===== src/rtl/core/dccm_pkg.sv =====
// Package for the duty-cycle capture meter: constants, phase codes and digit helpers.
package dccm_pkg;

    localparam int DCCM_COUNTER_BITS = 16;
    localparam int CAPTURE_BITS      = 16;
    localparam int DUTY_BITS         = 7;
    localparam int SEG_BITS          = 7;
    localparam int DUTY_SCALE        = 100;
    localparam int DUTY_MAX          = 99;

    localparam logic [1:0] PH_WAIT_START = 2'd0;
    localparam logic [1:0] PH_WAIT_FALL  = 2'd1;
    localparam logic [1:0] PH_WAIT_RISE  = 2'd2;

    // Common-cathode pattern of one decimal digit, bit 0 is segment a.
    function automatic logic [SEG_BITS-1:0] seg_pattern(input logic [3:0] digit);
        logic [SEG_BITS-1:0] pat;
        case (digit)
            4'd0:    pat = 7'h3F;
            4'd1:    pat = 7'h06;
            4'd2:    pat = 7'h5B;
            4'd3:    pat = 7'h4F;
            4'd4:    pat = 7'h66;
            4'd5:    pat = 7'h6D;
            4'd6:    pat = 7'h7D;
            4'd7:    pat = 7'h07;
            4'd8:    pat = 7'h7F;
            4'd9:    pat = 7'h6F;
            default: pat = 7'h00;
        endcase
        return pat;
    endfunction

    // Tens digit of a value below one hundred, found by comparing against multiples of ten.
    function automatic logic [3:0] tens_digit(input logic [DUTY_BITS-1:0] value);
        logic [3:0] d;
        d = 4'd0;
        for (int k = 1; k < 10; k++) begin
            if (value >= DUTY_BITS'(k * 10)) begin
                d = 4'(k);
            end
        end
        return d;
    endfunction

endpackage


===== src/rtl/core/duty_cycle_capture_meter_unit.sv =====
// Duty-cycle capture meter: edge phase tracking, shared-subtractor divider and digit output.
//
// Usage: each transfer on the slave stream (i_s_axis_*) carries one capture time,
// the timer value at a PWM edge counted from the last period start. The first
// edge after reset starts a period, the next edge gives the high time and the
// edge after that gives the period; from then on edges alternate between high
// time and period. Every input transfer yields exactly one master-stream
// transfer (o_m_axis_*) with the current duty in percent and the seven-segment
// patterns of its two digits; tuser flags a freshly computed duty.
// An edge that needs no division registers its result, which appears in the
// cycle after the transfer. A period end with high time below the period runs
// a restoring divide through one shared subtractor, one quotient bit per cycle
// for seven bits, then loads the output register from a done state. The same
// subtractor compares high time against the period at acceptance, so a duty
// of one hundred percent or more saturates to 99 without dividing.
// Edges needing no division pass at one item per cycle unless the output stalls;
// none enters while dividing. A stalled receiver holds the output register, and
// the slave side stops accepting until that register can take the next result.
// Reset (synchronous, active low) returns to waiting for the first rising edge,
// clears the stored high time and duty and empties the output register.
module duty_cycle_capture_meter_unit #(
    parameter int COUNTER_BITS = dccm_pkg::DCCM_COUNTER_BITS
) (
    input  logic                              i_clk,
    input  logic                              i_rst_n,
    input  logic                              i_s_axis_tvalid,
    output logic                              o_s_axis_tready,
    // [15:0] capture_time
    input  logic [dccm_pkg::CAPTURE_BITS-1:0] i_s_axis_tdata,
    output logic                              o_m_axis_tvalid,
    input  logic                              i_m_axis_tready,
    // [6:0] duty_percent, [13:7] tens_segments, [20:14] units_segments, [23:21] zero
    output logic [23:0]                       o_m_axis_tdata,
    // [0] updated
    output logic                              o_m_axis_tuser
);
    import dccm_pkg::*;

    localparam int TW = (COUNTER_BITS < CAPTURE_BITS) ? COUNTER_BITS : CAPTURE_BITS;
    localparam int QW = DUTY_BITS;
    localparam int DW = TW + QW;

    typedef enum logic [1:0] {
        S_IDLE,
        S_DIV,
        S_DONE
    } t_state;

    t_state          r_state;
    logic [1:0]      r_phase;
    logic [TW-1:0]   r_high;
    logic [QW-1:0]   r_duty;
    logic [TW-1:0]   r_div;
    logic [TW-1:0]   r_rem;
    logic [QW-1:0]   r_low;
    logic [2:0]      r_cnt;
    logic            r_out_valid;
    logic [23:0]     r_out_data;
    logic            r_out_user;

    logic [TW-1:0]   w_time;
    logic [DW-1:0]   w_prod;
    logic [TW:0]     w_sub_a;
    logic [TW:0]     w_sub_b;
    logic [TW+1:0]   w_sub;
    logic            w_borrow;
    logic [TW:0]     w_trial;
    logic            w_accept;
    logic            w_out_free;
    logic            w_period;
    logic            w_start_div;
    logic            w_load_now;
    logic            w_load_done;
    logic [QW-1:0]   n_duty;
    logic            n_updated;
    logic [3:0]      w_tens;
    logic [3:0]      w_units;

    assign w_time     = i_s_axis_tdata[TW-1:0];
    assign w_out_free = !r_out_valid || i_m_axis_tready;
    assign o_s_axis_tready = (r_state == S_IDLE) && w_out_free;
    assign w_accept   = i_s_axis_tvalid && o_s_axis_tready;

    assign w_prod = DW'(r_high) * DW'(DUTY_SCALE);

    // The one subtractor: high time against period at acceptance, trial remainder while dividing.
    assign w_trial = {r_rem, r_low[QW-1]};
    assign w_sub_a = (r_state == S_IDLE) ? {1'b0, r_high} : w_trial;
    assign w_sub_b = (r_state == S_IDLE) ? {1'b0, w_time} : {1'b0, r_div};
    assign w_sub   = {1'b0, w_sub_a} - {1'b0, w_sub_b};
    assign w_borrow = w_sub[TW+1];

    assign w_period    = (r_phase == PH_WAIT_RISE) && (w_time != '0);
    assign w_start_div = w_accept && w_period && w_borrow;
    assign w_load_now  = w_accept && !w_start_div;
    assign w_load_done = (r_state == S_DONE) && w_out_free;

    always_comb begin
        n_duty    = r_duty;
        n_updated = 1'b0;
        if (r_state == S_DONE) begin
            n_updated = 1'b1;
        end else if (w_period) begin
            n_duty    = QW'(DUTY_MAX);
            n_updated = 1'b1;
        end
    end

    assign w_tens  = tens_digit(n_duty);
    assign w_units = 4'(n_duty - QW'(w_tens) * QW'(10));

    always_ff @(posedge i_clk) begin
        if (!i_rst_n) begin
            r_state     <= S_IDLE;
            r_phase     <= PH_WAIT_START;
            r_high      <= '0;
            r_duty      <= '0;
            r_cnt       <= '0;
            r_out_valid <= 1'b0;
        end else begin
            if (w_load_now || w_load_done) begin
                r_out_valid <= 1'b1;
                r_out_data  <= {3'b000, seg_pattern(w_units), seg_pattern(w_tens), n_duty};
                r_out_user  <= n_updated;
                r_duty      <= n_duty;
            end else if (r_out_valid && i_m_axis_tready) begin
                r_out_valid <= 1'b0;
            end
            case (r_state)
                S_IDLE: begin
                    if (w_accept) begin
                        if (r_phase == PH_WAIT_FALL) begin
                            r_high  <= w_time;
                            r_phase <= PH_WAIT_RISE;
                        end else begin
                            r_phase <= PH_WAIT_FALL;
                        end
                        if (w_start_div) begin
                            // High time below the period keeps the quotient under 128.
                            r_rem   <= w_prod[DW-1:QW];
                            r_low   <= w_prod[QW-1:0];
                            r_div   <= w_time;
                            r_cnt   <= 3'(QW - 1);
                            r_state <= S_DIV;
                        end
                    end
                end
                S_DIV: begin
                    r_rem <= w_borrow ? w_trial[TW-1:0] : w_sub[TW-1:0];
                    r_low <= {r_low[QW-2:0], !w_borrow};
                    if (r_cnt == 3'd0) begin
                        r_state <= S_DONE;
                    end else begin
                        r_cnt <= r_cnt - 3'd1;
                    end
                end
                S_DONE: begin
                    if (w_out_free) begin
                        r_state <= S_IDLE;
                    end
                end
                default: begin
                    r_state <= S_IDLE;
                end
            endcase
            // The quotient lands in the duty register as the divide finishes.
            if (r_state == S_DIV && r_cnt == 3'd0) begin
                r_duty <= {r_low[QW-2:0], !w_borrow};
            end
        end
    end

    assign o_m_axis_tvalid = r_out_valid;
    assign o_m_axis_tdata  = r_out_data;
    assign o_m_axis_tuser  = r_out_user;

    a_rem_below_div: assert property (@(posedge i_clk) disable iff (!i_rst_n)
        (r_state == S_DIV) |-> (r_rem < r_div))
        else $error("divider remainder not below the period");

    a_duty_range: assert property (@(posedge i_clk) disable iff (!i_rst_n)
        o_m_axis_tvalid |-> (o_m_axis_tdata[6:0] <= 7'(DUTY_MAX)))
        else $error("duty out of range");

    a_div_start: assert property (@(posedge i_clk) disable iff (!i_rst_n)
        w_start_div |=> (r_state == S_DIV && r_phase == PH_WAIT_FALL))
        else $error("divide did not start after a period end");

    a_done_updates: assert property (@(posedge i_clk) disable iff (!i_rst_n)
        w_load_done |=> (o_m_axis_tvalid && o_m_axis_tuser))
        else $error("divide result not flagged as updated");

    a_no_accept_busy: assert property (@(posedge i_clk) disable iff (!i_rst_n)
        (r_state != S_IDLE) |-> !o_s_axis_tready)
        else $error("input accepted while dividing");

endmodule

===== config.mk =====
export PLATFORM = sky130hd
export DESIGN_NAME = duty_cycle_capture_meter_unit
export DESIGN_NICKNAME = d
export VERILOG_FILES = /design/src/rtl/core/dccm_pkg.sv /design/src/rtl/core/duty_cycle_capture_meter_unit.sv
export SDC_FILE = /design/constraint.sdc
export NUM_CORES = 1
export LEC_CHECK = 0
export BUFFER_PORTS_ARGS = -buffer_cell sky130_fd_sc_hd__buf_4
export CELL_PAD_IN_SITES_DETAIL_PLACEMENT = 1
export CELL_PAD_IN_SITES_GLOBAL_PLACEMENT = 1
export CORE_AREA = 5 5 135 137
export DETAILED_ROUTE_END_ITERATION = 10
export DIE_AREA = 0 0 140 142
export PLACE_DENSITY = 0.77
export SLEW_MARGIN = 20
export SYNTH_ARGS = -nofsm -noshare
export SYNTH_HDL_FRONTEND = slang
export SYNTH_SLANG_ARGS = --single-unit

===== constraint.sdc =====
create_clock -name i_clk -period 4.85 [get_ports i_clk]
set_input_delay 0.97 -clock i_clk [delete_from_list [all_inputs] [get_ports i_clk]]
set_output_delay 0.97 -clock i_clk [all_outputs]
set_load 0.02 [all_outputs]

======== After elaboration in Yosys (flattened, before gate mapping) ========
Memories as Yosys holds them, arrays and structs flattened. A register that Yosys moved wholly into a read port is not among the register bits.
Index checks and enable logic that the tools add are counted.
word-level totals
  output and inout port bits .............. 27
  flip-flop bits (word level) ............. 92
  bits of input ports ..................... 20
  ROM bits ................................ 224
  word-level logic and storage cells ...... 98
  memories ................................ 2
memory list
  memory           depth  bits a word  read ports  clocked after memory_dff  wr ports  RTL line        RTL
  (no name shown)  16     7            1           1                         0         dccm_pkg.sv:18  case (digit)
  (no name shown)  16     7            1           1                         0         dccm_pkg.sv:18
cells by class
  reduce and logical (&&, ||, !) cells .... 27
  magnitude comparators ................... 9
  multiplexer cells ....................... 35
  eq/ne operators ......................... 9
  multipliers ............................. 2
  $add $sub $neg .......................... 3
operators with widths
  kind                                                                    number
  16-bit 2-to-1 mux                                                       4
  7-bit 2-to-1 mux                                                        6
  4-bit 2-to-1 mux                                                        8
  16-bit one-hot mux with 2 select lines                                  1
  7-bit by 6-bit >= comparator with 1-bit output (second input constant)  3
  7-bit >= comparator (second input constant)                             3
  16-bit by 5-bit multiplier with 21-bit output (second input constant)   1
  17-bit by 16-bit subtractor with 18-bit output                          1
  17-bit 2-to-1 mux                                                       1
  4-bit AND reduction                                                     4
  16-bit nonzero test                                                     1
  7-bit by 5-bit >= comparator with 1-bit output (second input constant)  2
  7-bit one-hot mux with 2 select lines                                   1
  2-bit 2-to-1 mux                                                        5
  2-bit inequality test (second input constant)                           5
  1-bit logical AND                                                       9
  3-bit 2-to-1 mux                                                        3
  7-bit by 4-bit >= comparator with 1-bit output (second input constant)  1
  2-bit one-hot mux with 3 select lines                                   1
  3-bit one-hot mux with 2 select lines                                   1
  2-bit nonzero test                                                      3
  2-bit by 1-bit equality test with 1-bit output (second input constant)  2
  2-bit equality test (second input constant)                             2
  4-bit by 3-bit multiplier with 3-bit output (second input constant)     1
  other kinds (9)                                                         16

======== Logic depth before layout (Yosys ltp) ========
Gate-level depths: netlist of the first run.
  depth in word-level cells ............... 16
  mapped depth ............................ 15
  mapped depth without buffers ............ 15

======== Least setup slack after synthesis of the first run ========
OpenSTA, ideal clock, no wires.
  path kind ............................... reg2reg
  start ................................... reg r_state[1]
  end ..................................... reg r_low[0], enable pin
  path buffers ............................ 4
  clock period less this slack ............ 4.696 ns
  library setup time ...................... 0.411 ns
  cell stages (with the launch flop) ...... 15
  required time ........................... 4.439 ns
  path slack .............................. 0.154 ns
  arrival time ............................ 4.285 ns
  cells stage by stage .................... dfxtp_1 > buf_2 > or2_1 > buf_2 > buf_1 > mux2_2 > ha_1 > or3_4 > or2_1 > o211ai_2 > o21a_2 > o21a_4 > buf_6 > nand2_2 > a21oi_1
between the ends
  cells in the longest elaborated chain, start to end .. 7
  elaborated cells on any way between the ends .. 13
  those cells by class .................... add/sub: 1; eq/ne: 3; mux: 2; reduce/logical: 7
ends and longest elaborated chain
  item                                                                                                    RTL line                              RTL
  from (decl)                                                                                             duty_cycle_capture_meter_unit.sv:49   t_state r_state;
  from (signal assigned)                                                                                  duty_cycle_capture_meter_unit.sv:114  r_state <= S_IDLE;
  from (signal assigned)                                                                                  duty_cycle_capture_meter_unit.sv:144  r_state <= S_DIV;
  from (signal assigned)                                                                                  duty_cycle_capture_meter_unit.sv:152  r_state <= S_DONE;
  parallel branches: the longest is 6 deep, another holds 17-bit by 16-bit subtractor with 18-bit output  -
  4-bit AND reduction (no line) (*)                                                                       -
  to (signal assigned)                                                                                    duty_cycle_capture_meter_unit.sv:141  r_low <= w_prod[QW-1:0];
  to (signal assigned)                                                                                    duty_cycle_capture_meter_unit.sv:150  r_low <= {r_low[QW-2:0], !w_borrow};
  to (decl)                                                                                               duty_cycle_capture_meter_unit.sv:55   logic [QW-1:0] r_low;
Every way passes the cells marked *.
A chain may end at the register's enable or synchronous reset.

======== Final worst setup path of the first run ========
  start ................................... in i_s_axis_tdata[8] (netlist bit)
  end ..................................... reg r_out_data[20], in the netlist o_m_axis_tdata[20], data pin
between the ends
  cells in the longest elaborated chain, start to end .. 16
  elaborated cells on any way between the ends .. 32
  those cells by class .................... add/sub: 2; mul: 1; order compare: 9; mux: 12; reduce/logical: 8
ends and longest elaborated chain
  item                                            RTL line                              RTL
  from (decl)                                     duty_cycle_capture_meter_unit.sv:29   input logic [dccm_pkg::CAPTURE_BITS-1:0] i_s_axis_tdata,
  16-bit nonzero test                             duty_cycle_capture_meter_unit.sv:93   assign w_period = (r_phase == PH_WAIT_RISE) && (w_time != '0);
  1-bit logical AND                               duty_cycle_capture_meter_unit.sv:93
  7-bit 2-to-1 mux                                duty_cycle_capture_meter_unit.sv:103  end else if (w_period) begin
  7-bit 2-to-1 mux                                duty_cycle_capture_meter_unit.sv:101  if (r_state == S_DONE) begin
  7-bit by 4-bit >= comparator with 1-bit output  dccm_pkg.sv:39                        if (value >= DUTY_BITS'(k * 10)) begin
  1-bit 2-to-1 mux                                dccm_pkg.sv:39
  4-bit 2-to-1 mux (8 in series)                  dccm_pkg.sv:39
  4-bit by 3-bit multiplier with 3-bit output     duty_cycle_capture_meter_unit.sv:110  assign w_units = 4'(n_duty - QW'(w_tens) * QW'(10));
  4-bit subtractor                                duty_cycle_capture_meter_unit.sv:110
  to (decl)                                       duty_cycle_capture_meter_unit.sv:58   logic [23:0] r_out_data;
Parallel ways exist; a longest one is shown, timed or not.

==> impl_metrics.yaml, run 1 <==
outcome:
  status: "finished clean"
drt:
  top_layer: "met4"
  vias: 5882
  antenna_left: 0
  drc_errors: 0
  drt-total-wl_mm: 19.59
  met3_wirelength_um: 642
  wl_per_cell_um: 18.89
  drt_iter0_markers: 323
  drt_pass1_iterations: 4
  m1WireLength_mm: 8.680
  viasPerCell: 5.672
  wl_met2_mm: 9.833
floorplanning:
  core_area_um2: 16940
  fp.dieW_um: 140
  num_rows: 48
  ios: 47
  die_h_um: 142
  die_area_um2: 19880
  start_util: 0.4269
logic_synthesis:
  synth_flop_cell: "edfxtp_1"
  synth-seq-cells: 92
  yosysWarnings: 0
  syn_area_um2: 7231
  yosysSeqAreaShare: 0.3392
  ys_types: 87
  synth-edff-count: 61
  synth_cells: 769
  synth_area_per_cell_um2: 9.403
  ys_async_sr_fraction: 0
timing:
  relSlewSlack: 0.3275
  slew_viol_final: 0
  final.setup_skew_ns: 0.006209
  fmax_ghz: 0.2243
  fin_crit_sh: 0.9191
  hold_violations: 0
  fin_crit_ns: 4.458
  rsz0062_at_grt: "false"
  worst_slew_pin_slew_ns: 1.006
  setup_tns_ns: 0
  setup_viol: 0
worst_hold_path:
  worst_hold_startpoint: "r_cnt[1]"
  hold_path_class: "flip-flop to flip-flop"
  worst_hold_path.num_cells: 2
  holdPathEnd: "r_cnt[1]"
placed_design:
  place_congestion: 0.9617
  portBuffers: 43
  hpwl_mm: 15.42
  dp_cells: 1021
cells_and_area:
  nets: 924
  antenna_cells: 0
  final_common_cell: "nand2_1"
  layout-drive-gt1-share: 0.1441
  synthToLayoutAreaGrowth_pct: 11.40
  layout_common_cells: "nand2_1 (98), ha_1 (84), inv_1 (69)"
  final_cells: 1037
power:
  vdd_drop_max_v: 0.0001815
  leakage_nw: 3.479
  power_density_nw_per_um2: 252.6
critical_path:
  reg2reg_from: "r_state[1]"
  critPathLaunchType: "input pin"
  cp.required_ns: 4.94
  critPathMaxFanout: 7
  endpoint_kind: "flip-flop"
  startpoint: "i_s_axis_tdata[8]"
  arrival_ns: 4.54
  reg2reg_slack_ns: 0.81
  rr_endpoint: "o_m_axis_tdata[3]"
  critical_path_class: "input pin to flip-flop"
  r2r_cells: 11
cts:
  cts-htree-levels: 3
  post_cts_buffers: 0
  clk_pin_slew_ns: 0.07
  cts_buffer_depth: 2
  worst_skew_pair.late_latency_ns: 0.35
  cts_root_buf: "clkbuf_16"
  cts_buffers: 9
  postCtsResizedCells: 0
  cts_tree: "done"
  clkSinkCount: 92
  cts_hold_buf: 0
global_routing:
  antenna_found_initial: 0
  grt_overflow_total: 0
  grt_max_degree: 30
  grt_pass1_wl_mm: 31.91
  track_usage: 0.1994
  grt_pass1_vias: 6158
flow_run:
  drv_cap: 0
## worst max-delay path, stage by stage
cell and delay, ns:
buf_4 0.12, nor4_2 0.43, nand4_1 0.28, a31oi_1 0.26, nand2_1 0.19, o22ai_1 0.22
nand3_1 0.13, nand3_1 0.17, ha_1 0.17, inv_1 0.05, fa_1 0.59, inv_1 0.18
nand2_1 0.14, nor2_1 0.06, a2111oi_1 0.45, o31ai_1 0.14
## registers in the layout, indices dropped and copies added, names as in the netlist
| name | cells |
|---|---|
| r_low | 7 |
| r_high | 16 |
| o_m_axis_tdata | 21 |
| r_div | 16 |
| r_state | 2 |
| r_rem | 16 |
| r_cnt | 3 |
| r_duty | 7 |
| o_m_axis_tvalid | 1 |
| o_m_axis_tuser | 1 |
| r_phase | 2 |
## per-layer routing
layer  global-route usage  vias to the layer above
li1                     -                     2825
met1               0.2511                     2905
met2               0.3606                      122
met3              0.01747                       30
met4              0.06833                        0
met5                    0                        -
## worst max path at each step
stage                         endpoint  slack (ns)  cells after the start
floorplan                     r_low[0]        0.15                     14
global placement    o_m_axis_tdata[14]        0.33                     15
detailed placement  o_m_axis_tdata[19]        0.12                     16
CTS                 o_m_axis_tdata[19]        0.47                     16
global route        o_m_axis_tdata[19]        0.11                     16
finish              o_m_axis_tdata[20]        0.39                     16
## cell usage after synthesis, types with 5 or more instances
| library cell | number | area (um^2) |
|---|---|---|
| a211oi_1 | 6 | 45.04 |
| a21o_1 | 8 | 60.06 |
| a21oi_1 | 54 | 270.3 |
| a22oi_1 | 6 | 45.04 |
| a31oi_1 | 13 | 81.33 |
| and3_1 | 6 | 37.54 |
| buf_2 | 5 | 25.02 |
| buf_4 | 6 | 45.04 |
| clkbuf_1 | 11 | 41.29 |
| dfxtp_1 | 31 | 620.6 |
| edfxtp_1 | 61 | 1832 |
| fa_1 | 13 | 260.3 |
| ha_1 | 84 | 1051 |
| inv_1 | 69 | 259.0 |
| mux2_2 | 5 | 56.30 |
| mux2i_1 | 31 | 310.3 |
| nand2_1 | 98 | 367.9 |
| nand2b_1 | 10 | 62.56 |
| nand3_1 | 19 | 95.09 |
| nand4_1 | 5 | 31.28 |
| nor2_1 | 40 | 150.1 |
| nor2b_1 | 7 | 43.79 |
| nor3_1 | 10 | 50.05 |
| o211ai_1 | 6 | 45.04 |
| o21a_1 | 8 | 60.06 |
| o21ai_0 | 35 | 175.2 |
| o31ai_1 | 6 | 45.04 |
| or2_2 | 6 | 37.54 |
| or3_1 | 5 | 31.28 |
| xnor2_1 | 13 | 113.9 |
| xor2_1 | 7 | 61.31 |
## power breakdown
part / internal [W] / switching [W]
Clock: 0.000364 / 0.000316
Sequential: 0.000872 / 0.0000188
Combinational: 0.000183 / 0.000281
## layout make-up
cell class / instances / area (um^2)
sequential: 92 / 2452
clock buffer: 11 / 242.7
multi-input combinational: 581 / 4382
clock inverter: 5 / 36.28
tap: 225 / 281.5
timing repair buffer: 53 / 397.9
inverter: 70 / 262.8
fill: 1956 / 8881
## stage by stage
step	setup slack [ns]	total power (W)	utilization	hold WS, ns	instance area, um^2
floorplan	0.1543	0.001225	-	0.4399	7238
global placement	0.3328	0.001338	0.4587	0.4633	7769
detailed placement	0.1158	0.001369	0.4587	0.4807	7769
CTS	0.4715	0.002043	0.4752	0.4896	8048
global route	0.1132	0.002127	0.4756	0.4984	8055
finish	0.3924	0.002035	0.4756	0.4833	8055
## cell families after synthesis
| group | Yosys count | share of synthesized area |
|---|---|---|
| xor+xnor | 22 | 0.02873 |
| simple gates | 234 | 0.1620 |
| compound gates | 187 | 0.1767 |
| fa+ha+maj | 99 | 0.1843 |
| other cells | 1 | 0.0005186 |
| mux | 36 | 0.05070 |
| flops | 92 | 0.3392 |
| buf+inv | 98 | 0.05797 |
No activity file was read; power rests on OpenSTA's default activity.
==> run 2, diff against run 1 <==
--- a/config.mk
+++ b/config.mk
@@ -5,13 +5,14 @@
 export SDC_FILE = /design/constraint.sdc
 export NUM_CORES = 1
 export LEC_CHECK = 0
+export ABC_AREA = 1
 export BUFFER_PORTS_ARGS = -buffer_cell sky130_fd_sc_hd__buf_4
 export CELL_PAD_IN_SITES_DETAIL_PLACEMENT = 1
 export CELL_PAD_IN_SITES_GLOBAL_PLACEMENT = 1
 export CORE_AREA = 5 5 135 137
 export DETAILED_ROUTE_END_ITERATION = 10
 export DIE_AREA = 0 0 140 142
-export PLACE_DENSITY = 0.77
+export PLACE_DENSITY = 0.76
 export SLEW_MARGIN = 20
 export SYNTH_ARGS = -nofsm -noshare
 export SYNTH_HDL_FRONTEND = slang
==> impl_metrics.yaml, run 2 <==
placed_design:
  hpwl_mm: 14.20
  placed_cell_area_um2: 7547
  place_congestion: 0.8367
  portBuffers: 43
timing:
  worst_slew_pin_slew_ns: 0.6489
  relSlewSlack: 0.5659
  hold_violations: 0
  slew_viol_final: 0
  setup_tns_ns: 0
  setup_viol: 0
  fmax_ghz: 0.2476
  final.setup_skew_ns: 0.008869
  rsz0062_at_grt: "false"
  fin_crit_sh: 0.8326
  fin_crit_ns: 4.038
cells_and_area:
  largest_reg_flops: 21
  final_area_um2: 7859
  fillers: 2082
  layout_common_cells: "nand2_1 (160), inv_1 (116), ha_1 (84)"
  layout-drive-gt1-share: 0.1340
  antenna_cells: 0
  multi_input_area_um2: 3966
  synthToLayoutAreaGrowth_pct: 12.50
  nets: 1000
  regMostFlops: "o_m_axis_tdata"
  regArea_um2: 2452
  final_common_cell: "nand2_1"
outcome:
  status: "finished clean"
cts:
  cts_root_buf: "clkbuf_16"
  clkSinkCount: 92
  clk_pin_slew_ns: 0.08
  cts_tree: "done"
  cts_hold_buf: 0
  cts_buffer_depth: 2
  worst_skew_pair.late_latency_ns: 0.36
  postCtsResizedCells: 0
  cts_buffers: 9
  post_cts_buffers: 0
  cts-htree-levels: 3
worst_hold_path:
  hold_path_class: "flip-flop to flip-flop"
  worst_hold_startpoint: "r_cnt[0]"
global_routing:
  antenna_found_initial: 0
  use_met3: 0.01983
  grt_overflow_total: 0
  grt_pass1_wl_mm: 29.62
  track_usage: 0.1879
  use_met1: 0.2433
  grtUsageMet2: 0.3272
  grt_pass1_vias: 5780
  grt_max_degree: 35
  busiest_layer: "met2"
logic_synthesis:
  synth_common_cells: "nand2_1 (161), inv_1 (116), ha_1 (84), o21ai_0 (74), nor2_1 (69)"
  synth_mux_area_frac: 0.02149
  synth_compound_area_frac: 0.1368
  synth_top_family_by_area: "simple AND/OR/NAND/NOR gates"
  synth-simple-area-share: 0.1954
  syn_area_um2: 6985
  ys_async_sr_fraction: 0
  synth-seq-cells: 92
  yosysSeqAreaShare: 0.3511
  synth_xor_area_frac: 0.02257
  yosysMostFrequentCell: "nand2_1"
  synth_area_per_cell_um2: 8.306
  synthTopCellsByArea: "edfxtp_1 (26%), ha_1 (15%), dfxtp_1 (8.9%)"
  yosysWarnings: 0
  yosysTopAreaCell: "edfxtp_1"
  synth_flop_cell: "edfxtp_1"
  synth-edff-count: 61
  ys_types: 50
  synth_cells: 841
  yosys.area.top_type_share: 0.2622
  synth_adder_area_share: 0.1877
floorplanning:
  die_h_um: 142
  core_area_um2: 16940
  fp.dieW_um: 140
  start_util: 0.4125
  ios: 47
  num_rows: 48
  die_area_um2: 19880
critical_path:
  reg2reg_from: "r_high[3]"
  critical_path_class: "flip-flop to flip-flop"
  startpoint: "r_high[3]"
  critPathMaxFanout: 5
  crit_top_cell: "nand2_1"
  arrival_ns: 4.15
  cp.required_ns: 4.96
  max_stage_delay_ns: 0.50
  endpoint_kind: "flip-flop"
  slowest_stage: "fa_1"
  path_cells: "ha_1 -> ha_1 -> inv_1 -> fa_1 -> inv_1 -> ha_1 -> nand2_1 -> nand2_1 -> a21oi_1 -> o21ai_1 -> nand2_1 -> nand2_1 -> a21oi_1 -> o21ai_1 -> nand2_1 -> inv_1 -> o21ai_1 -> nand2_1 -> or2_1 -> nand3_1 -> nand2_1"
  critPathLaunchType: "flip-flop"
drt:
  drc_errors: 0
  vias: 5656
  drt-total-wl_mm: 18.03
  wl_per_cell_um: 16.20
  drt_iter0_markers: 273
  viasPerCell: 5.082
  drt_pass1_iterations: 4
  antenna_left: 0
flow_run:
  drv_cap: 0
power:
  vdd_drop_max_v: 0.0002248
  leakage_nw: 3.683
  power_density_nw_per_um2: 379.0
run 2: changes by cell type after synthesis, sizes merged, moves of 7 or more:
cell	delta
inv	+53
mux2i	-16
nand2b	-11
nand2	+79
o21a	-10
o21ai	+43
nor2	+33
a31oi	-10
nor2b	-7
run 2: where the power goes:
group          total, W  internal [W]  switching [W]
logic           0.00122      0.000453       0.000770
registers       0.00100      0.000960      0.0000404
clock network  0.000755      0.000410       0.000345
total           0.00298       0.00182        0.00116
run 2: per-stage QoR:
step	utilization	hold slack, ns	worst slack [ns]	instances	total power, W
global route	0.4640	0.5099	0.4592	1113	0.003218
detailed placement	0.4456	0.4755	0.5394	1097	0.002255
global placement	0.4456	0.4588	0.6107	1097	0.002210
CTS	0.4637	0.4862	0.8061	1113	0.003024
floorplan	-	0.4496	0.7298	843	0.001936
finish	0.4640	0.4821	0.8117	1113	0.002979
run 2: critical path, delay by kind of cell, from the launching register on:
family | cells | cell delay (ns)
AOI/OAI and AO/OA | 5 | 0.93
adders and majority gates | 4 | 1.41
buffers and inverters | 3 | 0.14
DFF | 1 | 0.47
and+or+nand+nor | 9 | 0.85
run 2: path summary, 6_finish.rpt:
check	end	slack, ns	cells past startpoint
min reg2reg	r_cnt[0]	0.48	2
min	r_cnt[0]	0.48	2
max	r_rem[11]	0.81	21
max reg2reg	r_rem[11]	0.81	21
run 2: layout make-up:
class,count,share of cell area
repair buffers,51,0.04872
flip-flops and latches,92,0.3121
clock inverters,7,0.01035
well taps,225,0.03582
clock buffers,9,0.02866
multi-input cells,604,0.5047
inverters,125,0.05970
run 2: logic make-up (layout without fill, tap and decap cells):
family	after synthesis	after routing
buffers and inverters	147	192
and+or+nand+nor	300	300
muxes	15	15
AOI/OAI and AO/OA	171	171
other	1	3
DFF	92	92
adders and majority gates	97	97
xor gates and xnor gates	18	18
run 2: per-layer routing:
layer,part of all wire,wire length [um]
met5,0,0
met4,0.020,367
met3,0.032,571
met1,0.46,8343
met2,0.49,8747
==> run 3, diff against run 2 <==
--- a/config.mk
+++ b/config.mk
@@ -9,10 +9,10 @@
 export BUFFER_PORTS_ARGS = -buffer_cell sky130_fd_sc_hd__buf_4
 export CELL_PAD_IN_SITES_DETAIL_PLACEMENT = 1
 export CELL_PAD_IN_SITES_GLOBAL_PLACEMENT = 1
-export CORE_AREA = 5 5 135 137
+export CORE_AREA = 5 5 128 130
 export DETAILED_ROUTE_END_ITERATION = 10
-export DIE_AREA = 0 0 140 142
-export PLACE_DENSITY = 0.76
+export DIE_AREA = 0 0 133 135
+export PLACE_DENSITY = 0.81
 export SLEW_MARGIN = 20
 export SYNTH_ARGS = -nofsm -noshare
 export SYNTH_HDL_FRONTEND = slang
==> constraint.sdc (replaced) <==
create_clock -name i_clk -period 3.9 [get_ports i_clk]
set_input_delay 0.78 -clock i_clk [delete_from_list [all_inputs] [get_ports i_clk]]
set_output_delay 0.78 -clock i_clk [all_outputs]
set_load 0.02 [all_outputs]
==> impl_metrics.yaml, run 3 (synthesis gave the netlist of run 2 again) <==
placed_design:
  portBuffers: 43
  hpwl_mm: 14.02
  placed_cell_area_um2: 7644
  dp_cells: 1074
  place_congestion: 0.8546
  pre_cts_slack_ns: -0.03560
power:
  netSwitchingFraction: 0.3817
  seqPwrFrac: 0.333
  p_comb_frac: 0.431
  switchingPower_w: 0.001421
  p_int_w: 0.002302
  vdd_drop_max_v: 0.0003187
  power_density_nw_per_um2: 467.8
  clockPowerShare: 0.235
  leakage_nw: 3.749
floorplanning:
  core_area_um2: 15030
  die_area_um2: 17960
  num_rows: 45
  start_util: 0.4647
  die_h_um: 135
  ios: 47
  fp.dieW_um: 133
cts:
  cts-htree-levels: 3
  cts_hold_buf: 0
  clk_pin_slew_ns: 0.07
  cts_root_buf: "clkbuf_16"
  worst_skew_pair.late_latency_ns: 0.36
  cts_buffers: 9
  cts_tree: "done"
  post_cts_buffers: 0
  postCtsResizedCells: 0
  clkSinkCount: 92
  cts_buffer_depth: 2
timing:
  hold_violations: 0
  slew_viol_final: 0
  relSlewSlack: 0.5720
  fin_crit_sh: 0.9246
  holdWs_ns: 0.4863
  fin_crit_ns: 3.606
  rsz0062_at_grt: "false"
  setup_viol: 0
  worst_slack_ns: 0.2942
  final.setup_skew_ns: 0.007632
  fmax_ghz: 0.2773
  worst_slew_pin_slew_ns: 0.6380
drt:
  wl_per_cell_um: 16.56
  drt-total-wl_mm: 18.05
  drc_errors: 0
  vias: 5733
  drt_iter0_markers: 234
  viasPerCell: 5.260
  drt_pass1_iterations: 4
  antenna_left: 0
cells_and_area:
  regArea_um2: 2454
  layout-drive-gt1-share: 0.1508
  nets: 1014
  largest_reg_flops: 21
  multi_input_area_um2: 3991
  synthToLayoutAreaGrowth_pct: 13.95
  utilization: 0.5295
  final_cells: 1090
  antenna_cells: 0
  final_area_um2: 7960
  final_common_cell: "nand2_1"
  fillers: 1812
  regMostFlops: "o_m_axis_tdata"
  layout_common_cells: "nand2_1 (158), inv_1 (116), ha_1 (83)"
critical_path:
  max_stage_delay_ns: 0.44
  slowest_stage: "a22oi_1"
  critPathLaunchType: "flip-flop"
  path_cells: "inv_2 -> nand2_2 -> buf_12 -> mux2i_1 -> ha_1 -> nand2_1 -> inv_1 -> a21oi_1 -> nor2_1 -> a2111oi_2 -> nand4_1 -> a22oi_1 -> nand2_2 -> o21ai_0 -> a21oi_1"
  arrival_ns: 3.84
  endpoint_kind: "flip-flop"
  cp.required_ns: 4.13
  startpoint: "r_state[1]"
  critPathMaxFanout: 41
  critical_path_class: "flip-flop to flip-flop"
  reg2reg_from: "r_state[1]"
global_routing:
  antenna_found_initial: 0
  grt_max_degree: 42
  grt_pass1_vias: 5967
  grt_overflow_total: 0
  grt_pass1_wl_mm: 29.81
  track_usage: 0.2076
flow_run:
  drv_cap: 0
worst_hold_path:
  worst_hold_startpoint: "r_cnt[0]"
  hold_path_class: "flip-flop to flip-flop"
outcome:
  status: "finished clean"
## run 3: worst paths after layout
kind	endpoint	depth (start not counted)	slack, ns
setup reg to reg	r_duty[0]	15	0.29
hold / removal	r_cnt[0]	2	0.49
hold reg to reg	r_cnt[0]	2	0.49
setup / recovery	r_duty[0]	15	0.29
## run 3: metal layers
metal	global-route usage	routed length [um]	vias up
li1	-	-	2899
met3	0.03838	586	21
met1	0.2691	8433	2731
met4	0.05831	297	0
met5	0	0	-
met2	0.3555	8732	82
## run 3: cell type report
| type | instances | share of cell area |
|---|---|---|
| Clock buffer | 10 | 0.02876 |
| Clock inverter | 6 | 0.007073 |
| Inverter | 125 | 0.05894 |
| Multi-Input combinational cell | 604 | 0.5014 |
| Sequential cell | 92 | 0.3082 |
| Tap cell | 188 | 0.02955 |
| Timing Repair Buffer | 65 | 0.06602 |
## run 3: worst max-delay path, delay by kind of cell (launching register included)
kind | cells | cell delay, ns
flip-flops | 1 | 0.36
AO/OA/AOI/OAI | 5 | 1.30
AND/OR/NAND/NOR | 5 | 0.80
buffers and inverters | 3 | 0.35
multiplexers | 1 | 0.30
adder cells (fa/ha/maj) | 1 | 0.32
## run 3: power groups by stage
| stage | sequential (W) | combinational (W) | clock [W] |
|---|---|---|---|
| after detailed placement | 0.00126 | 0.00159 | 0 |
| after floorplan | 0.00131 | 0.00110 | 0 |
| after global placement | 0.00126 | 0.00154 | 0 |
| after global routing | 0.00125 | 0.00182 | 0.000927 |
| final | 0.00124 | 0.00161 | 0.000876 |
| after CTS | 0.00124 | 0.00161 | 0.000894 |
## run 3: stage by stage
stage / power, W / TNS (ns)
floorplan: 0.002408 / 0
global placement: 0.002795 / 0
detailed placement: 0.002853 / -0.1567
CTS: 0.003751 / 0
global route: 0.004002 / 0
finish: 0.003724 / 0
